File: src/hdl/i2cmts_pkg.sv
// i2cmts_pkg: request and result types, status codes and control bits
// for the two-wire master transaction sequencer
// no dependencies
`default_nettype none

package i2cmts_pkg;

  typedef struct packed {
    logic [7:0] bus_status;
    logic [7:0] control_in;
    logic [7:0] rx_byte;
    logic [7:0] next_trans_size;
    logic [7:0] next_trans_addr_byte;
    logic [7:0] next_trans_tag;
    logic       tx_valid;
    logic [7:0] tx_byte;
  } i2cmts_req_t;

  typedef struct packed {
    logic [7:0] control_out;
    logic       data_write_valid;
    logic [7:0] data_out;
    logic       trans_pop;
    logic       tx_pop;
    logic [7:0] tx_discard_count;
    logic       rx_push_valid;
    logic [7:0] rx_push_byte;
    logic       done_valid;
    logic [7:0] done_tag;
    logic [7:0] done_count;
    logic       bus_active;
  } i2cmts_res_t;

  // control register bits
  localparam logic [7:0] CTL_STA = 8'h20;
  localparam logic [7:0] CTL_STO = 8'h10;
  localparam logic [7:0] CTL_EA  = 8'h40;

  // status field, upper five bits only
  localparam logic [7:0] STATUS_MASK = 8'hF8;

  // bus status codes
  localparam logic [7:0] ST_START        = 8'h08;
  localparam logic [7:0] ST_REP_START    = 8'h10;
  localparam logic [7:0] ST_MT_SLA_ACK   = 8'h18;
  localparam logic [7:0] ST_MT_SLA_NACK  = 8'h20;
  localparam logic [7:0] ST_MT_DATA_ACK  = 8'h28;
  localparam logic [7:0] ST_MT_DATA_NACK = 8'h30;
  localparam logic [7:0] ST_ARB_LOST     = 8'h38;
  localparam logic [7:0] ST_MR_SLA_ACK   = 8'h40;
  localparam logic [7:0] ST_MR_SLA_NACK  = 8'h48;
  localparam logic [7:0] ST_MR_DATA_ACK  = 8'h50;
  localparam logic [7:0] ST_MR_DATA_NACK = 8'h58;

endpackage

`default_nettype wire

File: src/hdl/i2c_master_transaction_sequencer_core.sv
// i2c_master_transaction_sequencer_core: per-event decision logic of a
// two-wire bus master that walks a queue of transactions
// depends on i2cmts_pkg
//
// usage
// - in_valid / in_stall / in_req carry one bus status event as a request,
//   together with the control byte, the received byte, the head of the
//   pending-transaction queue and the head of the transmit byte queue
// - out_valid / out_stall / out_res carry exactly one result per request:
//   new control byte, data register write, queue pops, receive push,
//   transmit discard count and a completion report
// - a request is held in an input register, decided in one pass of
//   combinational logic and lands in the result register
// - one request per cycle is taken for as long as results are drained;
//   the transaction state (size, address, tag, count, bus flag) is updated
//   as a request moves into the result register, so the next request
//   already sees it
// - while out_stall is high the result register holds; one more request
//   may wait in the input register, after which in_stall rises
// - synchronous active-low reset empties both registers and clears the
//   transaction state
`default_nettype none

module i2c_master_transaction_sequencer_core #(
  parameter int MAX_TRANSACTION_BYTES = 255
) (
  input  wire                      clk,
  input  wire                      rst_n,
  input  wire                      in_valid,
  output logic                     in_stall,
  input  i2cmts_pkg::i2cmts_req_t  in_req,
  output logic                     out_valid,
  input  wire                      out_stall,
  output i2cmts_pkg::i2cmts_res_t  out_res
);

  import i2cmts_pkg::*;

  // byte counter saturates here, never above what eight bits hold
  localparam logic [7:0] CountCap =
    (MAX_TRANSACTION_BYTES > 255) ? 8'd255 : 8'(MAX_TRANSACTION_BYTES);

  // input register
  logic        s1_valid_r;
  i2cmts_req_t s1_req_r;

  // result register
  logic        out_valid_r;
  i2cmts_res_t out_res_r;

  // active transaction state
  logic [7:0] active_size_r,      active_size_nxt;
  logic [7:0] active_addr_byte_r, active_addr_byte_nxt;
  logic [7:0] active_tag_r,       active_tag_nxt;
  logic [7:0] byte_count_r,       byte_count_nxt;
  logic       active_flag_r,      active_flag_nxt;

  i2cmts_res_t res_nxt;
  logic        advance;

  // request moves on when the result register is free or being emptied
  assign advance   = s1_valid_r && (!out_valid_r || !out_stall);
  assign in_stall  = s1_valid_r && !advance;
  assign out_valid = out_valid_r;
  assign out_res   = out_res_r;

  // decision logic for the request in the input register
  always_comb begin
    logic [7:0] status;
    logic [7:0] ctl;
    logic [7:0] bc_inc;
    logic       do_finish;
    logic [7:0] fin_count;

    status    = s1_req_r.bus_status & STATUS_MASK;
    ctl       = s1_req_r.control_in;
    bc_inc    = (byte_count_r < CountCap) ? byte_count_r + 8'd1 : byte_count_r;
    do_finish = 1'b0;
    fin_count = byte_count_r;

    res_nxt              = '0;
    active_size_nxt      = active_size_r;
    active_addr_byte_nxt = active_addr_byte_r;
    active_tag_nxt       = active_tag_r;
    byte_count_nxt       = byte_count_r;
    active_flag_nxt      = active_flag_r;

    case (status)
      ST_START, ST_REP_START: begin
        // a fresh start loads the queue head; a repeated start was loaded
        // when the previous transaction finished
        if (status == ST_START) begin
          byte_count_nxt = '0;
          if (s1_req_r.next_trans_size != 8'd0) begin
            active_size_nxt      = s1_req_r.next_trans_size;
            active_addr_byte_nxt = s1_req_r.next_trans_addr_byte;
            active_tag_nxt       = s1_req_r.next_trans_tag;
            res_nxt.trans_pop    = 1'b1;
          end else begin
            active_size_nxt = '0;
          end
        end
        ctl = ctl & ~CTL_STA;
        if (active_size_nxt == 8'd0) begin
          // nothing queued, release the bus
          ctl             = ctl | CTL_STO;
          active_flag_nxt = 1'b0;
        end else begin
          active_flag_nxt          = 1'b1;
          res_nxt.data_write_valid = 1'b1;
          res_nxt.data_out         = active_addr_byte_nxt;
        end
      end
      ST_MT_SLA_ACK, ST_MT_DATA_ACK: begin
        if (byte_count_r < active_size_r) begin
          // an empty transmit queue still advances the count
          if (s1_req_r.tx_valid) begin
            res_nxt.tx_pop           = 1'b1;
            res_nxt.data_write_valid = 1'b1;
            res_nxt.data_out         = s1_req_r.tx_byte;
          end
          byte_count_nxt = bc_inc;
        end else begin
          do_finish = 1'b1;
        end
      end
      ST_MR_SLA_ACK: begin
        // single-byte read answers its only byte with nack
        if (active_size_r > 8'd1) ctl = ctl | CTL_EA;
        else                      ctl = ctl & ~CTL_EA;
      end
      ST_MR_DATA_ACK: begin
        res_nxt.rx_push_valid = 1'b1;
        res_nxt.rx_push_byte  = s1_req_r.rx_byte;
        byte_count_nxt        = bc_inc;
        if (active_size_r > bc_inc && (active_size_r - bc_inc) == 8'd1) begin
          ctl = ctl & ~CTL_EA;
        end else if (active_size_r == bc_inc) begin
          do_finish = 1'b1;
          fin_count = bc_inc;
        end
      end
      ST_MR_DATA_NACK: begin
        // last byte of a read is stored and counted
        res_nxt.rx_push_valid = 1'b1;
        res_nxt.rx_push_byte  = s1_req_r.rx_byte;
        do_finish             = 1'b1;
        fin_count             = bc_inc;
      end
      ST_MR_SLA_NACK: begin
        do_finish = 1'b1;
      end
      ST_MT_SLA_NACK, ST_MT_DATA_NACK, ST_ARB_LOST: begin
        res_nxt.tx_discard_count = (active_size_r > byte_count_r) ?
                                   active_size_r - byte_count_r : 8'd0;
        do_finish = 1'b1;
      end
      default: begin
        ctl             = ctl | CTL_STO;
        active_flag_nxt = 1'b0;
      end
    endcase

    // completion: report, then chain to the next queued transaction by
    // repeated start or release the bus
    if (do_finish) begin
      res_nxt.done_valid = 1'b1;
      res_nxt.done_tag   = active_tag_r;
      res_nxt.done_count = fin_count;
      byte_count_nxt     = '0;
      if (s1_req_r.next_trans_size != 8'd0) begin
        active_size_nxt      = s1_req_r.next_trans_size;
        active_addr_byte_nxt = s1_req_r.next_trans_addr_byte;
        active_tag_nxt       = s1_req_r.next_trans_tag;
        res_nxt.trans_pop    = 1'b1;
        ctl                  = ctl | CTL_STA;
      end else begin
        active_size_nxt = '0;
        ctl             = ctl | CTL_STO;
        active_flag_nxt = 1'b0;
      end
    end

    res_nxt.control_out = ctl;
    res_nxt.bus_active  = active_flag_nxt;
  end

  // input register
  always_ff @(posedge clk) begin
    if (!rst_n) begin
      s1_valid_r <= 1'b0;
    end else if (in_valid && !in_stall) begin
      s1_valid_r <= 1'b1;
    end else if (advance) begin
      s1_valid_r <= 1'b0;
    end
  end

  always_ff @(posedge clk) begin
    if (in_valid && !in_stall) begin
      s1_req_r <= in_req;
    end
  end

  // result register and transaction state
  always_ff @(posedge clk) begin
    if (!rst_n) begin
      out_valid_r        <= 1'b0;
      active_size_r      <= '0;
      active_addr_byte_r <= '0;
      active_tag_r       <= '0;
      byte_count_r       <= '0;
      active_flag_r      <= 1'b0;
    end else if (advance) begin
      out_valid_r        <= 1'b1;
      active_size_r      <= active_size_nxt;
      active_addr_byte_r <= active_addr_byte_nxt;
      active_tag_r       <= active_tag_nxt;
      byte_count_r       <= byte_count_nxt;
      active_flag_r      <= active_flag_nxt;
    end else if (!out_stall) begin
      out_valid_r <= 1'b0;
    end
  end

  always_ff @(posedge clk) begin
    if (advance) begin
      out_res_r <= res_nxt;
    end
  end

endmodule

`default_nettype wire

File: config.mk
export PLATFORM = sky130hd
export DESIGN_NAME = i2c_master_transaction_sequencer_core
export DESIGN_NICKNAME = d
export VERILOG_FILES = /design/src/hdl/i2cmts_pkg.sv /design/src/hdl/i2c_master_transaction_sequencer_core.sv
export SDC_FILE = /design/constraint.sdc
export NUM_CORES = 1
export LEC_CHECK = 0
export BUFFER_PORTS_ARGS = -buffer_cell sky130_fd_sc_hd__buf_2
export CORE_MARGIN = 2
export CORE_UTILIZATION = 56
export CTS_CLUSTER_DIAMETER = 80
export DETAILED_ROUTE_END_ITERATION = 8
export GPL_ROUTABILITY_DRIVEN = 1
export HOLD_SLACK_MARGIN = 0.06
export MAX_ROUTING_LAYER = met4
export PLACE_DENSITY = 0.76
export SYNTH_ARGS = -nofsm -noshare
export SYNTH_HDL_FRONTEND = slang
export SYNTH_SLANG_ARGS = --single-unit
File: constraint.sdc
create_clock -name clk -period 3.7 [get_ports clk]
set_input_delay 0.37 -clock clk [delete_from_list [all_inputs] [get_ports clk]]
set_output_delay 0.37 -clock clk [all_outputs]
set_load 0.005 [all_outputs]
==> results of run 1 <==
==> metrics by stage <==
step	hold WS, ns	setup WS, ns
floorplan	0.400	0.226
global placement	0.400	0.483
detailed placement	0.405	0.433
CTS	0.114	0.390
global route	0.107	0.101
finish	0.130	0.362
==> Yosys cell counts, types with 6 or more instances <==
cell type,instances
a21oi_1,15
and2_1,31
and3_1,8
clkbuf_1,13
dfxtp_1,35
edfxtp_1,108
ha_1,17
inv_1,21
mux2i_1,13
nand2_1,44
nand2b_1,6
nand3_1,27
nor2_1,39
nor2b_1,6
nor3_1,8
o21ai_0,49
o221ai_1,9
o22ai_1,10
xnor2_1,8
==> power breakdown <==
part | switching, mW | leakage [nW] | internal [mW]
combinational | 0.138 | 1.40 | 0.0967
sequential | 0.0345 | 1.32 | 1.80
clock | 0.651 | 0.281 | 1.01
==> routing by layer <==
metal	global-route usage	part of all wire	up-vias
li1	-	-	2253
met1	0.287	0.41	2231
met2	0.395	0.51	190
met3	0.0519	0.055	33
met4	0.0992	0.025	0
met5	-	0	-
==> final cells by class <==
class	instances	area, um2
fillers	763	3260
repair buffers	129	686
multi-input cells	355	2260
flip-flops and latches	143	3940
inverters	21	78.8
clock buffers	20	447
well taps	140	175
clock inverters	12	134
==> worst max path at each step <==
stage,to,slack (ns),depth (start not counted)
final,out_res[52],0.36,11
after CTS,out_res[52],0.39,11
after floorplan,s1_req_r[0],0.23,2
after global routing,out_res[52],0.10,11
after global placement,out_res[52],0.48,11
after detailed placement,out_res[52],0.43,11
==> cell families (layout without fill, tap and decap cells) <==
group / count (synthesis) / after routing / share of synthesized area
multiplexers: 15 / 15 / 0.0239
AO/OA/AOI/OAI: 117 / 117 / 0.120
adder cells (fa/ha/maj): 19 / 19 / 0.0396
flip-flops: 143 / 143 / 0.618
XOR/XNOR: 11 / 11 / 0.0151
buffers and inverters: 43 / 182 / 0.0304
AND/OR/NAND/NOR: 193 / 193 / 0.154
==> results_dict.tcl, run 1 <==
set metrics [dict create \
    core-area_um2 11000 \
    wl_um 14000 \
    port_buffers 113 \
    cp-end-kind "flip-flop" \
    post_cts_buffers 0 \
    dp_hpwl_um 9630 \
    status "finished, final reports clean" \
    area_growth_syn_to_layout_pct 20.9 \
    grt_max_degree 56 \
    crit_top_cell "and3_1" \
    cp-start-kind "flip-flop" \
    r2r_cells 11 \
    path_max_fanout 8 \
    rsz0062_at_grt "false" \
    routabilityCongestion 0.906 \
    diodes 0 \
    finish.utilization 0.703 \
    drtIter0Drc 369 \
    synth.distinct_cells 56 \
    cts_resized 0 \
    yosysSeqAreaShare 0.618 \
    cts_root_buffer "clkbuf_16" \
    worstHoldStart "in_req[22]" \
    ctsHoldBuffers 0 \
    r2r_setup_slack_ns 0.36 \
    yosys_warnings 0 \
    p_total_mw 3.74 \
    p_per_area_nw_per_um2 484 \
    fin_nets 747 \
    max_stage_delay_ns 0.45 \
    p_leak_nw 3.00 \
    final_hold_viol_count 0 \
    final.min_clock_period_ns 3.34 \
    syn-cell-area_um2 6390 \
    finalSetupViolCount 0 \
    path_cells "ha_1, and3_1, and3_1, mux2i_1, inv_1, fa_1, xnor2_1, nor4b_1, o211ai_1, a211oi_1, a31oi_1" \
    criticalPathCategory "reg -> reg" \
    clkTransAtPathRegs_ns 0.06 \
    fin_area_um2 7720 \
    clock_latency_ns 0.41 \
    final_max_slew_viol_count 0 \
    instances_no_fill 820 \
    first_pass_iters 5 \
    max_cap_violations 0 \
    reg2reg_from "byte_count_r[0]" \
    synth_edf_count 108 \
    async_flop_share 0 \
    clock_path_buffers 2 \
    min_path_type "in -> reg" \
    rows 38 \
    skew_ns 0.00828 \
    crit_required_ns 3.85 \
    yosys-top-cells-area "edfxtp_1, dfxtp_1, o21ai_0" \
    cts_tree "done" \
    dieArea_um2 12300 \
    setup_tns_ns 0 \
    slew_headroom 0.354 \
    die_width_um 111 \
    ios 117 \
    mostFrequentLayoutCells "buf_2, edfxtp_1, o21ai_0" \
    synth.largest_area_cell "edfxtp_1" \
    min_path_cells 1 \
    drive_gt1_frac 0.260 \
    drc 0 \
    grt_pass1_wl_um 22400 \
    worst_pin_slew_ns 0.970 \
    grt_usage 0.239 \
    dpl-instance-area_um2 7140 \
    holdPathEnd "s1_req_r[22]" \
    layout.cells.most_common "buf_2" \
    vias_per_cell 5.74 \
    grt_pass1_vias 4551 \
    ir_worst_vdd_uv 297 \
    cts-htree-levels 4 \
    fmax_mhz 300 \
    ys_ff_latch 143 \
    cts-buffers-inserted 17 \
    path_buf_inv 1 \
    die_h_um 111 \
    syn-num-nets 621 \
    synth_ff_type "edfxtp_1" \
    post-place-cells 788 \
    overflow 0 \
    vias 4707 \
    cpMaxStageDelayCell "fa_1" \
    clock-sinks 143 \
    initial_utilization 0.581 \
    crit_family "simple AND/OR/NAND/NOR gates" \
    synthCells 541 \
    crit_path_start "byte_count_r[0]" \
    period_share 0.902 \
    wl_per_cell_um 17.1 \
    crit-reg2reg-capture "out_res[52]" \
    worstPathArrival_ns 3.49 \
    yosysTopAreaCellShare 0.508 \
    antenna_found_initial 0 \
    syn_avg_cell_area_um2 11.8 \
    drtAntennaViolNets 0 \
]
Note: power is estimated with default switching activity, not from simulation.
==> inputs of run 2 (changes only) <==
- CORE_UTILIZATION: 56 -> 50
- PLACE_DENSITY: 0.76 -> 0.72
- clock period: 3.7 -> 2.95 ns (I/O delays scaled with it)
==> run 2 against run 1 <==
Net effect: clock power grew 50%; combinational power grew 69%; hold slack lost 0.0077 ns; non-clock buffer count grew 94; highest routed layer unchanged; critical endpoint unchanged; first-iteration DRC count grew 14%; global-route usage grew 0.56 points; total power grew 39%; sequential share of layout area shrank 6.9 points.
==> results_dict.tcl, run 2 (synthesized netlist as in run 1, its figures left out) <==
set metrics [dict create \
    crit_path_start "byte_count_r[0]" \
    wl_per_cell_um 16.7 \
    mostFrequentLayoutCells "buf_2, edfxtp_1, dlygate4sd3_1" \
    cts_tree "done" \
    cts_root_buffer "clkbuf_16" \
    crit-reg2reg-capture "out_res[52]" \
    rows 41 \
    clock_latency_ns 0.43 \
    drc 0 \
    crit_required_ns 3.12 \
    rsz0062_at_grt "true" \
    min_path_type "in -> reg" \
    cpMaxStageDelayCell "or4_4" \
    die_h_um 117 \
    cp-end-kind "flip-flop" \
    layout.cells.most_common "buf_2" \
    dp_hpwl_um 9840 \
    drtAntennaViolNets 0 \
    clock-sinks 143 \
    cp-start-kind "flip-flop" \
    clock_path_buffers 2 \
    instances_no_fill 946 \
    max_stage_delay_ns 0.53 \
    antenna_found_initial 0 \
    ir_worst_vdd_uv 557 \
    max_cap_violations 0 \
    r2r_setup_slack_ns 0.04 \
    worstPathArrival_ns 3.07 \
    fin_nets 841 \
    criticalPathCategory "reg -> reg" \
    path_cells "ha_4, and3_4, and3_4, mux2i_4, buf_6, ha_4, nor2b_4, o21a_1, or4_4, a211oi_2, a31oi_1" \
    drive_gt1_frac 0.314 \
    finalSetupViolCount 0 \
    initial_utilization 0.508 \
    skew_ns 0.00872 \
    status "finished, final reports clean" \
    grt_pass1_vias 4862 \
    finish.utilization 0.711 \
    overflow 0 \
    setup_tns_ns 0 \
    slew_headroom 0.543 \
    drtIter0Drc 419 \
    p_leak_nw 3.51 \
    cts-buffers-inserted 17 \
    ios 117 \
    grt_pass1_wl_um 24400 \
    final.min_clock_period_ns 2.91 \
    first_pass_iters 5 \
    cts-htree-levels 4 \
    grt_usage 0.245 \
    period_share 0.985 \
    vias_per_cell 5.36 \
    p_per_area_nw_per_um2 580 \
    p_total_mw 5.19 \
    area_growth_syn_to_layout_pct 40.0 \
    worst_pin_slew_ns 0.685 \
    core-area_um2 12600 \
    diodes 0 \
    worstHoldStart "in_valid" \
    dieArea_um2 13700 \
    final_hold_viol_count 0 \
    wl_um 15800 \
    vias 5070 \
    routabilityCongestion 0.926 \
    grt_max_degree 55 \
    post-place-cells 849 \
    port_buffers 113 \
    r2r_cells 11 \
    cp-endpoint "out_res[52]" \
    fmax_mhz 344 \
    reg2reg_from "byte_count_r[0]" \
    final_max_slew_viol_count 0 \
    path_max_fanout 6 \
    die_width_um 117 \
    clkTransAtPathRegs_ns 0.06 \
]
==> run 2: cell count changes in the layout (fill, tap and decap cells not counted), sizes merged <==
| cell | previous run | this run |
|---|---|---|
| bufinv | 2 | 6 |
| inv | 23 | 21 |
| clkinv | 6 | 4 |
| buf | 129 | 169 |
| clkbuf | 20 | 22 |
| clkinvlp | 2 | 0 |
| dlygate4sd3 | 0 | 54 |
==> run 2: worst min path at each step <==
stage                  end  cells after the start
2_1_floorplan  s1_req_r[0]                      0
3_3_place_gp   out_res[46]                      0
3_5_place_dp   out_res[49]                      0
4_1_cts         s1_valid_r                      2
5_1_grt         s1_valid_r                      2
6_report        s1_valid_r                      2
==> run 2: worst max-delay path, delay by kind of cell, from the launching register on <==
| family | cells | cell delay (ns) |
|---|---|---|
| flops | 1 | 0.36 |
| buf+inv | 1 | 0.13 |
| mux | 1 | 0.27 |
| compound gates | 3 | 0.52 |
| fa+ha+maj | 2 | 0.32 |
| simple gates | 4 | 1.05 |
==> run 2: routing by layer <==
metal | vias to the layer above | wire, um | track usage
li1 | 2440 | - | -
met1 | 2428 | 6720 | 0.298
met2 | 175 | 8060 | 0.402
met3 | 27 | 802 | 0.0644
met4 | 0 | 261 | 0.0769
met5 | - | 0 | -
==> run 2: cell type report <==
| type | count | area (um2) |
|---|---|---|
| well taps | 172 | 215 |
| clock buffers | 22 | 484 |
| fillers | 855 | 3630 |
| multi-input cells | 355 | 2430 |
| clock inverters | 10 | 206 |
| repair buffers | 223 | 1580 |
| flip-flops and latches | 143 | 3950 |
| inverters | 21 | 81.3 |
==> run 2: what timing repair did <==
action / 4_1_cts / 5_1_grt
pin swaps: 2 / 12
setup endpoints to repair: 18 / 45
gates resized for setup: 4 / 39
buffers inserted: 5 / 3
hold buffers: 54 / 0
endpoints found under the hold margin: 54 / 0
gates cloned: 0 / 3
==> run 2: through the flow <==
stage,setup slack [ns],instance area (um2),hold WS [ns]
6_report,0.0447,8940,0.122
3_5_place_dp,-0.233,7470,0.405
5_1_grt,-0.0437,8940,0.129
3_3_place_gp,-0.0777,7470,0.401
4_1_cts,0.00583,8760,0.101
2_1_floorplan,-0.0242,6450,0.394
==> run 2: power breakdown <==
part / total [mW] / switching [mW] / leakage [nW] / internal (mW)
Combinational: 0.396 / 0.204 / 1.85 / 0.193
Clock: 2.49 / 0.811 / 0.338 / 1.67
Sequential: 2.30 / 0.0448 / 1.32 / 2.26
